==> config.mk <==
export PLATFORM = sky130hd
export DESIGN_NAME = integer_mean_and_variance
export DESIGN_NICKNAME = d
export VERILOG_FILES = /design/src/rtl/imv_pkg.sv /design/src/rtl/imv_ctrl.sv /design/src/rtl/imv_datapath.sv /design/src/rtl/integer_mean_and_variance.sv
export SDC_FILE = /design/constraint.sdc
export NUM_CORES = 1
export LEC_CHECK = 0
export ABC_AREA = 0
export BUFFER_PORTS_ARGS = -buffer_cell sky130_fd_sc_hd__buf_4
export CAP_MARGIN = 20
export CORE_ASPECT_RATIO = 1.1
export CORE_UTILIZATION = 60
export DETAILED_ROUTE_END_ITERATION = 7
export HOLD_SLACK_MARGIN = 0.15
export PLACE_DENSITY = 0.76
export SLEW_MARGIN = 20
export SYNTH_ARGS = -nofsm -noshare
export SYNTH_HDL_FRONTEND = slang
export SYNTH_SLANG_ARGS = --single-unit
==> constraint.sdc <==
create_clock -name clk -period 15.2 [get_ports clk]
set_input_delay 3.04 -clock clk [delete_from_list [all_inputs] [get_ports clk]]
set_output_delay 3.04 -clock clk [all_outputs]
set_load 0.02 [all_outputs]
==> src/rtl/imv_pkg.sv <==
package imv_pkg;

  // Field widths fixed by the word formats on the ports.
  localparam int SAMPLE_FIELD_W = 16;
  localparam int MEAN_W         = 16;
  localparam int VAR_W          = 32;
  localparam int COUNT_FIELD_W  = 13;

  // Defaults for the top-level parameters.
  localparam int DEFAULT_MAX_SAMPLES = 4096;
  localparam int DEFAULT_SAMPLE_BITS = 16;

  typedef struct packed {
    logic signed [SAMPLE_FIELD_W-1:0] sample;
    logic                             last;
  } samp_t;

  typedef struct packed {
    logic signed [MEAN_W-1:0]   mean;
    logic [VAR_W-1:0]           variance;
    logic [COUNT_FIELD_W-1:0]   sample_count;
    logic                       overflow;
  } res_t;

  // Commands from the controller to the datapath.
  typedef struct packed {
    logic load_stage;
    logic accum;
    logic div_load_mean;
    logic div_load_var;
    logic div_step;
    logic mul_load;
    logic mul_step;
    logic result_load;
  } ctrl_cmd_t;

  // Status from the datapath to the controller.
  typedef struct packed {
    logic res_free;
  } dp_status_t;

endpackage

==> src/rtl/imv_ctrl.sv <==
module imv_ctrl
  import imv_pkg::*;
#(
  parameter int MAX_SAMPLES = DEFAULT_MAX_SAMPLES,
  parameter int SAMPLE_BITS = DEFAULT_SAMPLE_BITS
) (
  input  logic       clk,
  input  logic       rst,
  input  logic       samp_valid,
  input  logic       samp_last,
  output logic       samp_ready,
  input  dp_status_t status,
  output ctrl_cmd_t  cmd
);

  localparam int CNT_W  = $clog2(MAX_SAMPLES + 1);
  localparam int DIV_W  = 2 * SAMPLE_BITS - 1 + CNT_W;
  localparam int STEP_W = $clog2(DIV_W);

  typedef enum logic [3:0] {
    S_ACC,
    S_FLUSH,
    S_MEAN_INIT,
    S_MEAN_DIV,
    S_MUL_INIT,
    S_MUL,
    S_VAR_INIT,
    S_VAR_DIV,
    S_DONE
  } state_t;

  state_t            state;
  logic [STEP_W-1:0] step;
  logic              stage_vld;

  logic div_last;
  logic mul_last;

  assign div_last   = (step == STEP_W'(DIV_W - 1));
  assign mul_last   = (step == STEP_W'(SAMPLE_BITS - 1));
  assign samp_ready = (state == S_ACC);

  always_comb begin
    cmd               = '0;
    cmd.accum         = stage_vld;
    cmd.load_stage    = (state == S_ACC) && samp_valid;
    cmd.div_load_mean = (state == S_MEAN_INIT);
    cmd.div_load_var  = (state == S_VAR_INIT);
    cmd.div_step      = (state == S_MEAN_DIV) || (state == S_VAR_DIV);
    cmd.mul_load      = (state == S_MUL_INIT);
    cmd.mul_step      = (state == S_MUL);
    cmd.result_load   = (state == S_DONE) && status.res_free;
  end

  always_ff @(posedge clk) begin
    if (rst) begin
      state     <= S_ACC;
      step      <= '0;
      stage_vld <= 1'b0;
    end else begin
      stage_vld <= (state == S_ACC) && samp_valid;
      unique case (state)
        S_ACC: begin
          if (samp_valid && samp_last) begin
            state <= S_FLUSH;
          end
        end
        S_FLUSH: begin
          state <= S_MEAN_INIT;
        end
        S_MEAN_INIT: begin
          step  <= '0;
          state <= S_MEAN_DIV;
        end
        S_MEAN_DIV: begin
          step <= step + 1'b1;
          if (div_last) begin
            state <= S_MUL_INIT;
          end
        end
        S_MUL_INIT: begin
          step  <= '0;
          state <= S_MUL;
        end
        S_MUL: begin
          step <= step + 1'b1;
          if (mul_last) begin
            state <= S_VAR_INIT;
          end
        end
        S_VAR_INIT: begin
          step  <= '0;
          state <= S_VAR_DIV;
        end
        S_VAR_DIV: begin
          step <= step + 1'b1;
          if (div_last) begin
            state <= S_DONE;
          end
        end
        S_DONE: begin
          if (status.res_free) begin
            state <= S_ACC;
          end
        end
        default: begin
          state <= S_ACC;
        end
      endcase
    end
  end

endmodule

==> src/rtl/imv_datapath.sv <==
module imv_datapath
  import imv_pkg::*;
#(
  parameter int MAX_SAMPLES = DEFAULT_MAX_SAMPLES,
  parameter int SAMPLE_BITS = DEFAULT_SAMPLE_BITS
) (
  input  logic       clk,
  input  logic       rst,
  input  samp_t      samp,
  input  ctrl_cmd_t  cmd,
  output dp_status_t status,
  output logic       res_valid,
  input  logic       res_ready,
  output res_t       res
);

  localparam int CNT_W = $clog2(MAX_SAMPLES + 1);
  localparam int SUM_W = SAMPLE_BITS + CNT_W;
  localparam int SQ_W  = 2 * SAMPLE_BITS - 1 + CNT_W;
  localparam int DIV_W = SQ_W;
  localparam int ADD_W = SUM_W + 1;
  localparam int RAW_W = (SAMPLE_BITS > SAMPLE_FIELD_W) ? SAMPLE_BITS : SAMPLE_FIELD_W;
  localparam int QX_W  = (DIV_W > VAR_W) ? DIV_W : VAR_W + 1;
  localparam int NX_W  = (CNT_W > COUNT_FIELD_W) ? CNT_W : COUNT_FIELD_W + 1;

  // Input stage: the sample is narrowed to SAMPLE_BITS and squared.
  logic [RAW_W-1:0]         raw;
  logic [SAMPLE_BITS-1:0]   s_bits;
  logic [SAMPLE_BITS-1:0]   s_mag;
  logic [2*SAMPLE_BITS-1:0] s_sq;

  logic signed [SAMPLE_BITS-1:0] stg_s;
  logic [2*SAMPLE_BITS-1:0]      stg_sq;

  logic [CNT_W-1:0]        count;
  logic signed [SUM_W-1:0] running_sum;
  logic [SQ_W-1:0]         running_square_sum;
  logic                    too_many;

  logic             sum_neg;
  logic [SUM_W-1:0] sum_mag;

  // Shared restoring divider, one quotient bit per cycle.
  logic [DIV_W-1:0] dq;
  logic [CNT_W-1:0] drem;
  logic [CNT_W:0]   trial;
  logic             trial_ge;

  // Shift-add multiplier for |mean| * (|sum| + |remainder|).
  logic [SAMPLE_BITS-1:0] mean_mag;
  logic [SAMPLE_BITS-1:0] mpl;
  logic [SQ_W-1:0]        mcand;
  logic [SQ_W-1:0]        prod;

  logic [MEAN_W-1:0] q16;
  logic [QX_W-1:0]   qx;
  logic [NX_W-1:0]   nx;

  assign raw    = RAW_W'($unsigned(samp.sample));
  assign s_bits = raw[SAMPLE_BITS-1:0];
  assign s_mag  = s_bits[SAMPLE_BITS-1] ? (~s_bits + 1'b1) : s_bits;
  assign s_sq   = {{SAMPLE_BITS{1'b0}}, s_mag} * {{SAMPLE_BITS{1'b0}}, s_mag};

  assign sum_neg = running_sum[SUM_W-1];
  assign sum_mag = sum_neg ? $unsigned(-running_sum) : $unsigned(running_sum);

  assign trial    = {drem, dq[DIV_W-1]};
  assign trial_ge = (trial >= {1'b0, count});

  assign q16 = MEAN_W'(mean_mag);
  assign qx  = QX_W'(dq);
  assign nx  = NX_W'(count);

  assign status.res_free = !res_valid || res_ready;

  always_ff @(posedge clk) begin
    if (cmd.load_stage) begin
      stg_s  <= signed'(s_bits);
      stg_sq <= s_sq;
    end
  end

  always_ff @(posedge clk) begin
    if (rst) begin
      count              <= '0;
      running_sum        <= '0;
      running_square_sum <= '0;
      too_many           <= 1'b0;
    end else if (cmd.result_load) begin
      count              <= '0;
      running_sum        <= '0;
      running_square_sum <= '0;
      too_many           <= 1'b0;
    end else if (cmd.accum) begin
      if (count < CNT_W'(MAX_SAMPLES)) begin
        count              <= count + 1'b1;
        running_sum        <= running_sum + SUM_W'(stg_s);
        running_square_sum <= running_square_sum + SQ_W'(stg_sq);
      end else begin
        too_many <= 1'b1;
      end
    end
  end

  always_ff @(posedge clk) begin
    if (cmd.div_load_mean) begin
      dq   <= DIV_W'(sum_mag);
      drem <= '0;
    end else if (cmd.div_load_var) begin
      dq   <= running_square_sum - prod;
      drem <= '0;
    end else if (cmd.div_step) begin
      dq   <= {dq[DIV_W-2:0], trial_ge};
      drem <= trial_ge ? CNT_W'(trial - {1'b0, count}) : trial[CNT_W-1:0];
    end
  end

  always_ff @(posedge clk) begin
    if (cmd.mul_load) begin
      mean_mag <= SAMPLE_BITS'(dq);
      mpl      <= SAMPLE_BITS'(dq);
      mcand    <= SQ_W'({1'b0, sum_mag} + ADD_W'(drem));
      prod     <= '0;
    end else if (cmd.mul_step) begin
      if (mpl[0]) begin
        prod <= prod + mcand;
      end
      mcand <= mcand << 1;
      mpl   <= mpl >> 1;
    end
  end

  always_ff @(posedge clk) begin
    if (rst) begin
      res_valid <= 1'b0;
    end else if (cmd.result_load) begin
      res_valid <= 1'b1;
    end else if (res_ready) begin
      res_valid <= 1'b0;
    end
  end

  always_ff @(posedge clk) begin
    if (cmd.result_load) begin
      res.mean         <= signed'(sum_neg ? (~q16 + 1'b1) : q16);
      res.variance     <= (|qx[QX_W-1:VAR_W]) ? '1 : qx[VAR_W-1:0];
      res.sample_count <= (|nx[NX_W-1:COUNT_FIELD_W]) ? '1 : nx[COUNT_FIELD_W-1:0];
      res.overflow     <= too_many;
    end
  end

endmodule

==> src/rtl/integer_mean_and_variance.sv <==
// Integer mean and variance of a set of signed samples.
//
// Input channel samp (samp_valid/samp_ready) carries one sample word per
// cycle. The word whose last bit is set closes the set. Output channel res
// (res_valid/res_ready) carries one result word per set: the mean truncated
// toward zero, the variance truncated and saturated to 32 bits, the sample
// count saturated to 13 bits, and an overflow flag when more than
// MAX_SAMPLES samples arrived (extra samples are dropped from the sums).
//
// While a set is being collected, one sample is taken every cycle. After the
// last sample the block stops taking words and runs a shared bit-serial
// divider twice (|sum| / count, then the exact squared deviation sum /
// count) with a shift-add multiplier in between. The divider is DIV_W bits
// wide, where DIV_W = 2*SAMPLE_BITS - 1 + clog2(MAX_SAMPLES+1). samp_ready
// drops after the last sample and returns with res_valid. While the receiver
// stalls the output register holds its word; a finished result then waits in
// the controller and no sample is taken until it moves.
// Reset clears the sums, the count, the overflow flag and the output valid.
module integer_mean_and_variance
  import imv_pkg::*;
#(
  parameter int MAX_SAMPLES = DEFAULT_MAX_SAMPLES,
  parameter int SAMPLE_BITS = DEFAULT_SAMPLE_BITS
) (
  input  logic  clk,
  input  logic  rst,
  input  logic  samp_valid,
  output logic  samp_ready,
  input  samp_t samp,
  output logic  res_valid,
  input  logic  res_ready,
  output res_t  res
);

  ctrl_cmd_t  cmd;
  dp_status_t status;

  // The controller sequences accumulation, the two divisions and the
  // multiply; of the datapath it only sees the output register's free flag.
  imv_ctrl #(
    .MAX_SAMPLES(MAX_SAMPLES),
    .SAMPLE_BITS(SAMPLE_BITS)
  ) u_ctrl (
    .clk       (clk),
    .rst       (rst),
    .samp_valid(samp_valid),
    .samp_last (samp.last),
    .samp_ready(samp_ready),
    .status    (status),
    .cmd       (cmd)
  );

  // The datapath holds the sums, the divider, the multiplier and the
  // output register.
  imv_datapath #(
    .MAX_SAMPLES(MAX_SAMPLES),
    .SAMPLE_BITS(SAMPLE_BITS)
  ) u_datapath (
    .clk      (clk),
    .rst      (rst),
    .samp     (samp),
    .cmd      (cmd),
    .status   (status),
    .res_valid(res_valid),
    .res_ready(res_ready),
    .res      (res)
  );

endmodule

==> impl_metrics.env, run 1 <==
export IMPL_antenna_left=0
export IMPL_synth_main_ff_cell="edfxtp_1"
export IMPL_drc=0
export IMPL_clk_pin_slew_ns=0.06
export IMPL_ys_ff_latch=384
export IMPL_r2r_end="u_datapath.mcand[25]"
export IMPL_cts_tree="built"
export IMPL_vias_per_cell=5.98
export IMPL_cp_arrival_ns=11.02
export IMPL_fin_cells=4365
export IMPL_grt_max_degree=67
export IMPL_rsz0062_at_grt="false"
export IMPL_die_y_um=244
export IMPL_drtPass1Iterations=7
export IMPL_place_area_um2=33000
export IMPL_worst_slew_pin_slew_ns=1.08
export IMPL_slowest_delay_ns=0.71
export IMPL_critPathMaxFanout=17
export IMPL_worstSetupPathType="in -> reg"
export IMPL_fmax_mhz=93.6
export IMPL_numCtsBuffers=44
export IMPL_antenna_found_initial=0
export IMPL_fillers=4408
export IMPL_syn_area_um2=31800
export IMPL_critPathLaunch="samp[1]"
export IMPL_worstPathRequired_ns=15.53
export IMPL_gp_congestion=0.996
export IMPL_clock_latency_ns=0.59
export IMPL_setup_viol=0
export IMPL_cap_violations=0
export IMPL_fin_crit_sh_pct=70.3
export IMPL_overflow=0
export IMPL_placed_cells=4283
export IMPL_wl_per_cell_um=19.1
export IMPL_rows=88
export IMPL_r2r_start="u_datapath.running_sum[0]"
export IMPL_worstSetupEndpointType="flop"
export IMPL_drt_iter0_drc=1922
export IMPL_grt_first_pass_wirelength_um=133000
export IMPL_final_core_util_pct=65.8
export IMPL_cpMaxStageDelayCell="xnor2_1"
export IMPL_die_w_um=222
export IMPL_max_slew_margin_pct=27.8
export IMPL_power_leakage_uw=0.0152
export IMPL_cp_endpoint="u_datapath.stg_sq[25]"
export IMPL_grt_pass1_vias=25500
export IMPL_ys_warn_count=0
export IMPL_start_kind="input port"
export IMPL_drv_slew=0
export IMPL_grt_usage_pct=30.9
export IMPL_status="finished, final reports clean"
export IMPL_power_density_nw_per_um2=226
export IMPL_period_needed_ns=10.69
export IMPL_tns_ns=0
export IMPL_postLayoutCellArea_um2=34500
export IMPL_clock_sinks=384
export IMPL_finClkSkew_ns=0.0287
export IMPL_nets=4119
export IMPL_drive_above_1_share_pct=6.91
export IMPL_wirelength_um=83300
export IMPL_postCtsSetupBuffers=0
export IMPL_via_count=26100
export IMPL_async_flop_share_pct=0
export IMPL_ys_seq_area_share_pct=30.8
export IMPL_start_util_pct=60.7
export IMPL_cts_root_buf="clkbuf_16"
export IMPL_r2r_cells=14
export IMPL_synthCells=3623
export IMPL_htree_levels=2
export IMPL_ys_types=91
export IMPL_avgSynthCellArea_um2=8.79
export IMPL_min_path_type="reg -> reg"
export IMPL_ir_drop_v=0.000387
export IMPL_dieArea_um2=54000
export IMPL_synthToLayoutAreaGrowth_pct=8.40
export IMPL_cts_buffer_depth=3
export IMPL_io_buffers=84
export IMPL_hold_buffers=0
export IMPL_synth_edf_count=213
export IMPL_antenna_cells=0
export IMPL_rrSetupSlack_ns=11.05
export IMPL_core_region_area_um2=52400
export IMPL_hold_viol=0
export IMPL_cts_resized=0
export IMPL_ios=85
export IMPL_dp_hpwl_um=65700
-- kinds of logic (layout without fill, tap and decap cells) --
kind of cell | Yosys count | after routing | synth area share, %
buf+inv | 505 | 563 | 6.07
flops | 384 | 384 | 30.8
other cells | 2 | 11 | 0.0236
xor+xnor | 260 | 260 | 7.20
compound gates | 910 | 910 | 17.6
mux | 25 | 25 | 0.798
fa+ha+maj | 443 | 443 | 21.4
simple gates | 1094 | 1094 | 16.1
-- how the worst min path moves through the flow --
stage                              from           endpoint  slack (ns)  cells after the start
CTS                 u_datapath.too_many  u_datapath.res[0]        0.44                      0
global placement    u_datapath.count[7]  u_datapath.res[8]        0.42                      0
finish              u_datapath.too_many  u_datapath.res[0]        0.44                      0
detailed placement  u_datapath.too_many  u_datapath.res[0]        0.42                      0
global route        u_datapath.count[7]  u_datapath.res[8]        0.45                      0
floorplan           u_datapath.count[7]  u_datapath.res[8]        0.41                      0
-- registers in the layout, summed over array words and instances (netlist names), 4 cells and up --
name	cells
u_datapath.dq	44
u_datapath.stg_s	15
u_datapath.res	62
u_datapath.prod	44
u_datapath.mpl	16
u_ctrl.state	4
u_datapath.mcand	44
u_datapath.running_sum	29
u_datapath.mean_mag	16
u_datapath.running_square_sum	44
u_datapath.stg_sq	31
u_datapath.drem	13
u_ctrl.step	6
u_datapath.count	13
-- synthesized netlist by cell type, types with 9 or more instances --
| master | n | share of area (%) |
|---|---|---|
| o21a_1 | 36 | 0.85 |
| or2_2 | 37 | 0.73 |
| nor2_1 | 218 | 2.6 |
| buf_1 | 11 | 0.13 |
| o211ai_1 | 17 | 0.40 |
| xnor2_1 | 167 | 4.6 |
| xor2_1 | 91 | 2.5 |
| nor3_1 | 49 | 0.77 |
| nor2b_1 | 22 | 0.43 |
| nand3_1 | 86 | 1.4 |
| clkbuf_1 | 121 | 1.4 |
| o31ai_1 | 29 | 0.68 |
| edfxtp_1 | 213 | 20 |
| and3_1 | 29 | 0.57 |
| mux2i_1 | 22 | 0.69 |
| a21oi_1 | 308 | 4.8 |
| dfxtp_1 | 171 | 11 |
| o22ai_1 | 14 | 0.28 |
| fa_1 | 170 | 11 |
| o21ai_1 | 9 | 0.14 |
| inv_1 | 360 | 4.2 |
| and4_1 | 9 | 0.25 |
| nor4_1 | 15 | 0.29 |
| and2_1 | 37 | 0.73 |
| o21ai_0 | 220 | 3.5 |
| nand2_1 | 455 | 5.4 |
| ha_1 | 273 | 11 |
| a21boi_0 | 11 | 0.26 |
| or4_1 | 9 | 0.21 |
| a31oi_1 | 29 | 0.57 |
| a211oi_1 | 39 | 0.92 |
| nand4_1 | 49 | 0.96 |
| or3_1 | 20 | 0.39 |
| nand2b_1 | 31 | 0.61 |
| a21o_1 | 76 | 1.8 |
| o21bai_1 | 29 | 0.68 |
-- critical path, delay by kind of cell --
family	cells	cell delay [ns]
adder cells (fa/ha/maj)	8	3.65
AO/OA/AOI/OAI	9	1.85
buffers and inverters	8	1.34
XOR/XNOR	2	0.79
AND/OR/NAND/NOR	2	0.33
-- per-stage QoR --
| step | worst slack, ns | hold slack (ns) | power [µW] |
|---|---|---|---|
| 2_1_floorplan | 4.86 | 0.408 | 5640 |
| 3_3_place_gp | 4.19 | 0.424 | 6600 |
| 3_5_place_dp | 3.94 | 0.425 | 6720 |
| 4_1_cts | 4.56 | 0.439 | 7800 |
| 5_1_grt | 4.05 | 0.451 | 8550 |
| 6_report | 4.51 | 0.440 | 7800 |
-- area by class of cell --
type | count | area [µm²] | area share [%]
sequential | 384 | 9820 | 28.5
clock inverter | 16 | 173 | 0.500
inverter | 367 | 1380 | 3.99
timing repair buffer | 115 | 871 | 2.52
tap | 675 | 845 | 2.45
multi-input combinational | 2743 | 20200 | 58.4
clock buffer | 65 | 1270 | 3.69
-- routing by layer --
layer	GRT usage, %	share of wire (%)	vias to the layer above
met4	16.2	5.7	0
li1	-	-	12700
met3	3.38	5.3	231
met5	0	0	-
met1	38.4	42	12400
met2	52.9	47	814
-- layout by cell type (no fill, tap or decap), types with 31 or more instances in the layout --
cell type / netlist / final
a21oi_1: 308 / 308
buf_4: 0 / 114
clkbuf_16: 0 / 46
ha_1: 273 / 273
a21o_1: 76 / 76
nand2_1: 455 / 454
nand4_1: 49 / 49
nor3_1: 49 / 48
dfxtp_1: 171 / 170
xor2_1: 91 / 91
edfxtp_1: 213 / 213
fa_1: 170 / 170
o21ai_0: 220 / 220
nand2b_1: 31 / 31
a211oi_1: 39 / 39
inv_1: 360 / 360
xnor2_1: 167 / 167
or2_2: 37 / 37
and2_1: 37 / 36
nor2_1: 218 / 218
o21a_1: 36 / 36
nand3_1: 86 / 85
-- where the power goes --
part	switching (µW)	internal, µW	total (µW)
clock	438	618	1060
sequential	123	1420	1550
combinational	2970	2230	5200
No activity file was read; power rests on OpenSTA's default activity.
==> run 2, diff against run 1 <==
--- a/config.mk
+++ b/config.mk
@@ -5,7 +5,7 @@
 export SDC_FILE = /design/constraint.sdc
 export NUM_CORES = 1
 export LEC_CHECK = 0
-export ABC_AREA = 0
+export ABC_AREA = 1
 export BUFFER_PORTS_ARGS = -buffer_cell sky130_fd_sc_hd__buf_4
 export CAP_MARGIN = 20
 export CORE_ASPECT_RATIO = 1.1
==> constraint.sdc (replaced) <==
create_clock -name clk -period 10.8 [get_ports clk]
set_input_delay 2.16 -clock clk [delete_from_list [all_inputs] [get_ports clk]]
set_output_delay 2.16 -clock clk [all_outputs]
set_load 0.02 [all_outputs]
==> run 2 against run 1 <==
Critical path depth fell by 2. Global-route usage increased by 6.9 points. Synthesized cell count up 27%. Core utilization grew 0.13 points. Design area increased by 7.5%. First-iteration DRC count grew 51%. Highest routed layer is now met5.
==> impl_metrics.env, run 2 <==
export IMPL_power_leakage_uw=0.0177
export IMPL_synth_edf_count=213
export IMPL_synth_xor_area_share_pct=4.76
export IMPL_worstSetupEndpointType="flop"
export IMPL_worstSetupPathType="in -> reg"
export IMPL_rsz0062_at_grt="false"
export IMPL_fin_crit_sh_pct=82.8
export IMPL_yosys_area_share_simple_pct=22.6
export IMPL_ys_top_cells_by_count="nand2_1, inv_1, nor2_1, a21oi_1, o21ai_0"
export IMPL_p_seq_share_pct=19.7
export IMPL_largest_register_ffs=62
export IMPL_grt_pass1_vias=29900
export IMPL_min_path_type="reg -> reg"
export IMPL_finClkSkew_ns=0.0217
export IMPL_ir_drop_v=0.000442
export IMPL_synthMuxAreaShare_pct=0.0293
export IMPL_r2r_end="u_datapath.mcand[28]"
export IMPL_start_util_pct=60.8
export IMPL_synthToLayoutAreaGrowth_pct=8.45
export IMPL_pwr_share_comb_pct=66.9
export IMPL_die_w_um=230
export IMPL_final_common_cell="nand2_1"
export IMPL_clk_pin_slew_ns=0.06
export IMPL_core_region_area_um2=56200
export IMPL_cpMaxStageDelayCell="fa_1"
export IMPL_postCtsSetupBuffers=0
export IMPL_fmax_mhz=112
export IMPL_hold_buffers=0
export IMPL_clkPwrFrac_pct=13.4
export IMPL_worstPathRequired_ns=11.13
export IMPL_setup_viol=0
export IMPL_period_needed_ns=8.94
export IMPL_worst_slew_pin_slew_ns=0.980
export IMPL_top_register="u_datapath.res"
export IMPL_cp_arrival_ns=9.28
export IMPL_start_kind="input port"
export IMPL_fin_cells=5471
export IMPL_die_y_um=252
export IMPL_internal_power_uw=5620
export IMPL_grt_first_pass_wirelength_um=168000
export IMPL_ys_ff_latch=384
export IMPL_antenna_left=0
export IMPL_cts_tree="built"
export IMPL_critPathLaunch="samp[3]"
export IMPL_rrSetupSlack_ns=6.61
export IMPL_rows=91
export IMPL_hp_start="u_datapath.count[11]"
export IMPL_ys_warn_count=0
export IMPL_crit_top_cell="inv_1"
export IMPL_avgSynthCellArea_um2=7.41
export IMPL_tns_ns=0
export IMPL_hold_viol=0
export IMPL_synth_top_area_cell="edfxtp_1"
export IMPL_yosysMostFrequentCell="nand2_1"
export IMPL_postLayoutCellArea_um2=37100
export IMPL_wirelength_um=109000
export IMPL_cap_violations=0
export IMPL_synth_compound_area_share_pct=14.1
export IMPL_placed_cells=5387
export IMPL_totalPowerFinal_uw=11600
export IMPL_htree_levels=2
export IMPL_overflow=0
export IMPL_r2r_cells=15
export IMPL_cts_resized=0
export IMPL_antenna_found_initial=2
export IMPL_synth_top_area_share_pct=18.7
export IMPL_dieArea_um2=58000
export IMPL_final_cell_mix="nand2_1, inv_1, nor2_1, a21oi_1, o21ai_0"
export IMPL_synth_fa_ha_area_share_pct=19.9
export IMPL_synth_top_family_by_area="simple AND/OR/NAND/NOR gates"
export IMPL_clock_latency_ns=0.60
export IMPL_syn_area_um2=34200
export IMPL_synthTopCellsByArea="edfxtp_1, nand2_1, dfxtp_1, ha_1, fa_1"
export IMPL_grt_max_degree=81
export IMPL_ys_types=67
export IMPL_synthCells=4615
export IMPL_r2r_start="u_datapath.running_sum[28]"
export IMPL_cp_depth=27
export IMPL_wl_per_cell_um=19.9
export IMPL_numCtsBuffers=44
export IMPL_io_buffers=84
export IMPL_drt_iter0_drc=2893
export IMPL_cp_endpoint="u_datapath.stg_sq[30]"
export IMPL_gp_congestion=0.994
export IMPL_place_area_um2=35600
export IMPL_drc=0
export IMPL_clock_sinks=384
export IMPL_critPathMaxFanout=11
export IMPL_ys_seq_area_share_pct=28.7
export IMPL_synth_main_ff_cell="edfxtp_1"
export IMPL_p_sw_share_pct=51.5
export IMPL_drive_above_1_share_pct=5.78
export IMPL_path_buf_inv=7
export IMPL_switching_power_uw=5970
export IMPL_nets=5154
export IMPL_cts_buffer_depth=3
export IMPL_async_flop_share_pct=0
export IMPL_ios=85
export IMPL_max_slew_margin_pct=34.7
export IMPL_crit_family="adder cells"
export IMPL_cts_root_buf="clkbuf_16"
export IMPL_drv_slew=0
export IMPL_grt_usage_pct=37.7
export IMPL_slowest_delay_ns=0.63
export IMPL_dp_hpwl_um=88600
export IMPL_power_density_nw_per_um2=312
export IMPL_status="finished, final reports clean"
export IMPL_vias_per_cell=5.68
export IMPL_drtPass1Iterations=6
export IMPL_via_count=31100
[run 2: cell count changes in the layout (fill, tap and decap cells not counted), sizes merged, moves of 50 or more]
cell / change
inv: +437
nand2: +490
o21ai: +115
nor2: +336
a21o: -50
xnor2: -118
nand3: +117
a21oi: +76
[run 2: worst reg2reg max path: stages, from the launching register on]
cell,delay [ns]
dfxtp_2,0.31
buf_4,0.43
inv_1,0.44
o21ai_0,0.31
xor2_1,0.47
ha_1,0.41
a21oi_1,0.19
o21ai_0,0.15
nand2_1,0.09
nand2_1,0.05
a21oi_1,0.27
o21ai_0,0.16
nand2_1,0.18
nor2_4,0.06
nand4_1,0.17
nand3_1,0.21
[run 2: layer usage]
layer  wire length (µm)  track usage (%)  vias to the layer above
li1                   -                -                    15100
met5                 24                0                        -
met1              43800             46.8                    14500
met4               6760             21.4                        4
met3               7880             5.34                      275
met2              50600             63.1                     1201
[run 2: cells by family (layout without fill, tap and decap cells)]
family | after synthesis | in the layout
AO/OA/AOI/OAI | 880 | 880
XOR/XNOR | 182 | 182
adder cells (fa/ha/maj) | 443 | 443
buffers and inverters | 884 | 985
flip-flops | 384 | 384
multiplexers | 1 | 1
other | 2 | 13
AND/OR/NAND/NOR | 1839 | 1839
[run 2: worst min-delay path by stage]
stage / to / slack, ns / cells after the start
floorplan: u_datapath.res[12] / 0.41 / 0
global placement: u_datapath.res[0] / 0.41 / 0
detailed placement: u_datapath.res[12] / 0.42 / 0
CTS: u_datapath.res[12] / 0.42 / 0
global route: u_datapath.res[12] / 0.43 / 0
finish: u_datapath.res[12] / 0.43 / 0
[run 2: area by class of cell]
| cell class | count | area (µm²) |
|---|---|---|
| clock buffers | 60 | 1230 |
| diodes | 2 | 5.00 |
| clock inverters | 21 | 248 |
| inverters | 800 | 3000 |
| fillers | 5166 | 19100 |
| well taps | 744 | 931 |
| repair buffers | 104 | 801 |
| multi-input cells | 3356 | 21100 |
| flip-flops and latches | 384 | 9820 |
[run 2: power by group through the flow]
stage | Sequential, µW | Combinational (µW) | Clock (µW)
global placement | 2290 | 7520 | 0
global route | 2280 | 8700 | 1620
CTS | 2270 | 7650 | 1560
detailed placement | 2300 | 7590 | 0
floorplan | 2150 | 5650 | 0
finish | 2280 | 7760 | 1550
[run 2: stage by stage]
step	setup slack, ns	hold WS, ns	utilization [%]
2_1_floorplan	2.16	0.408	-
3_3_place_gp	1.58	0.414	63.3
3_5_place_dp	1.32	0.417	63.3
4_1_cts	1.94	0.422	65.9
5_1_grt	1.43	0.435	66.0
6_report	1.86	0.434	66.0
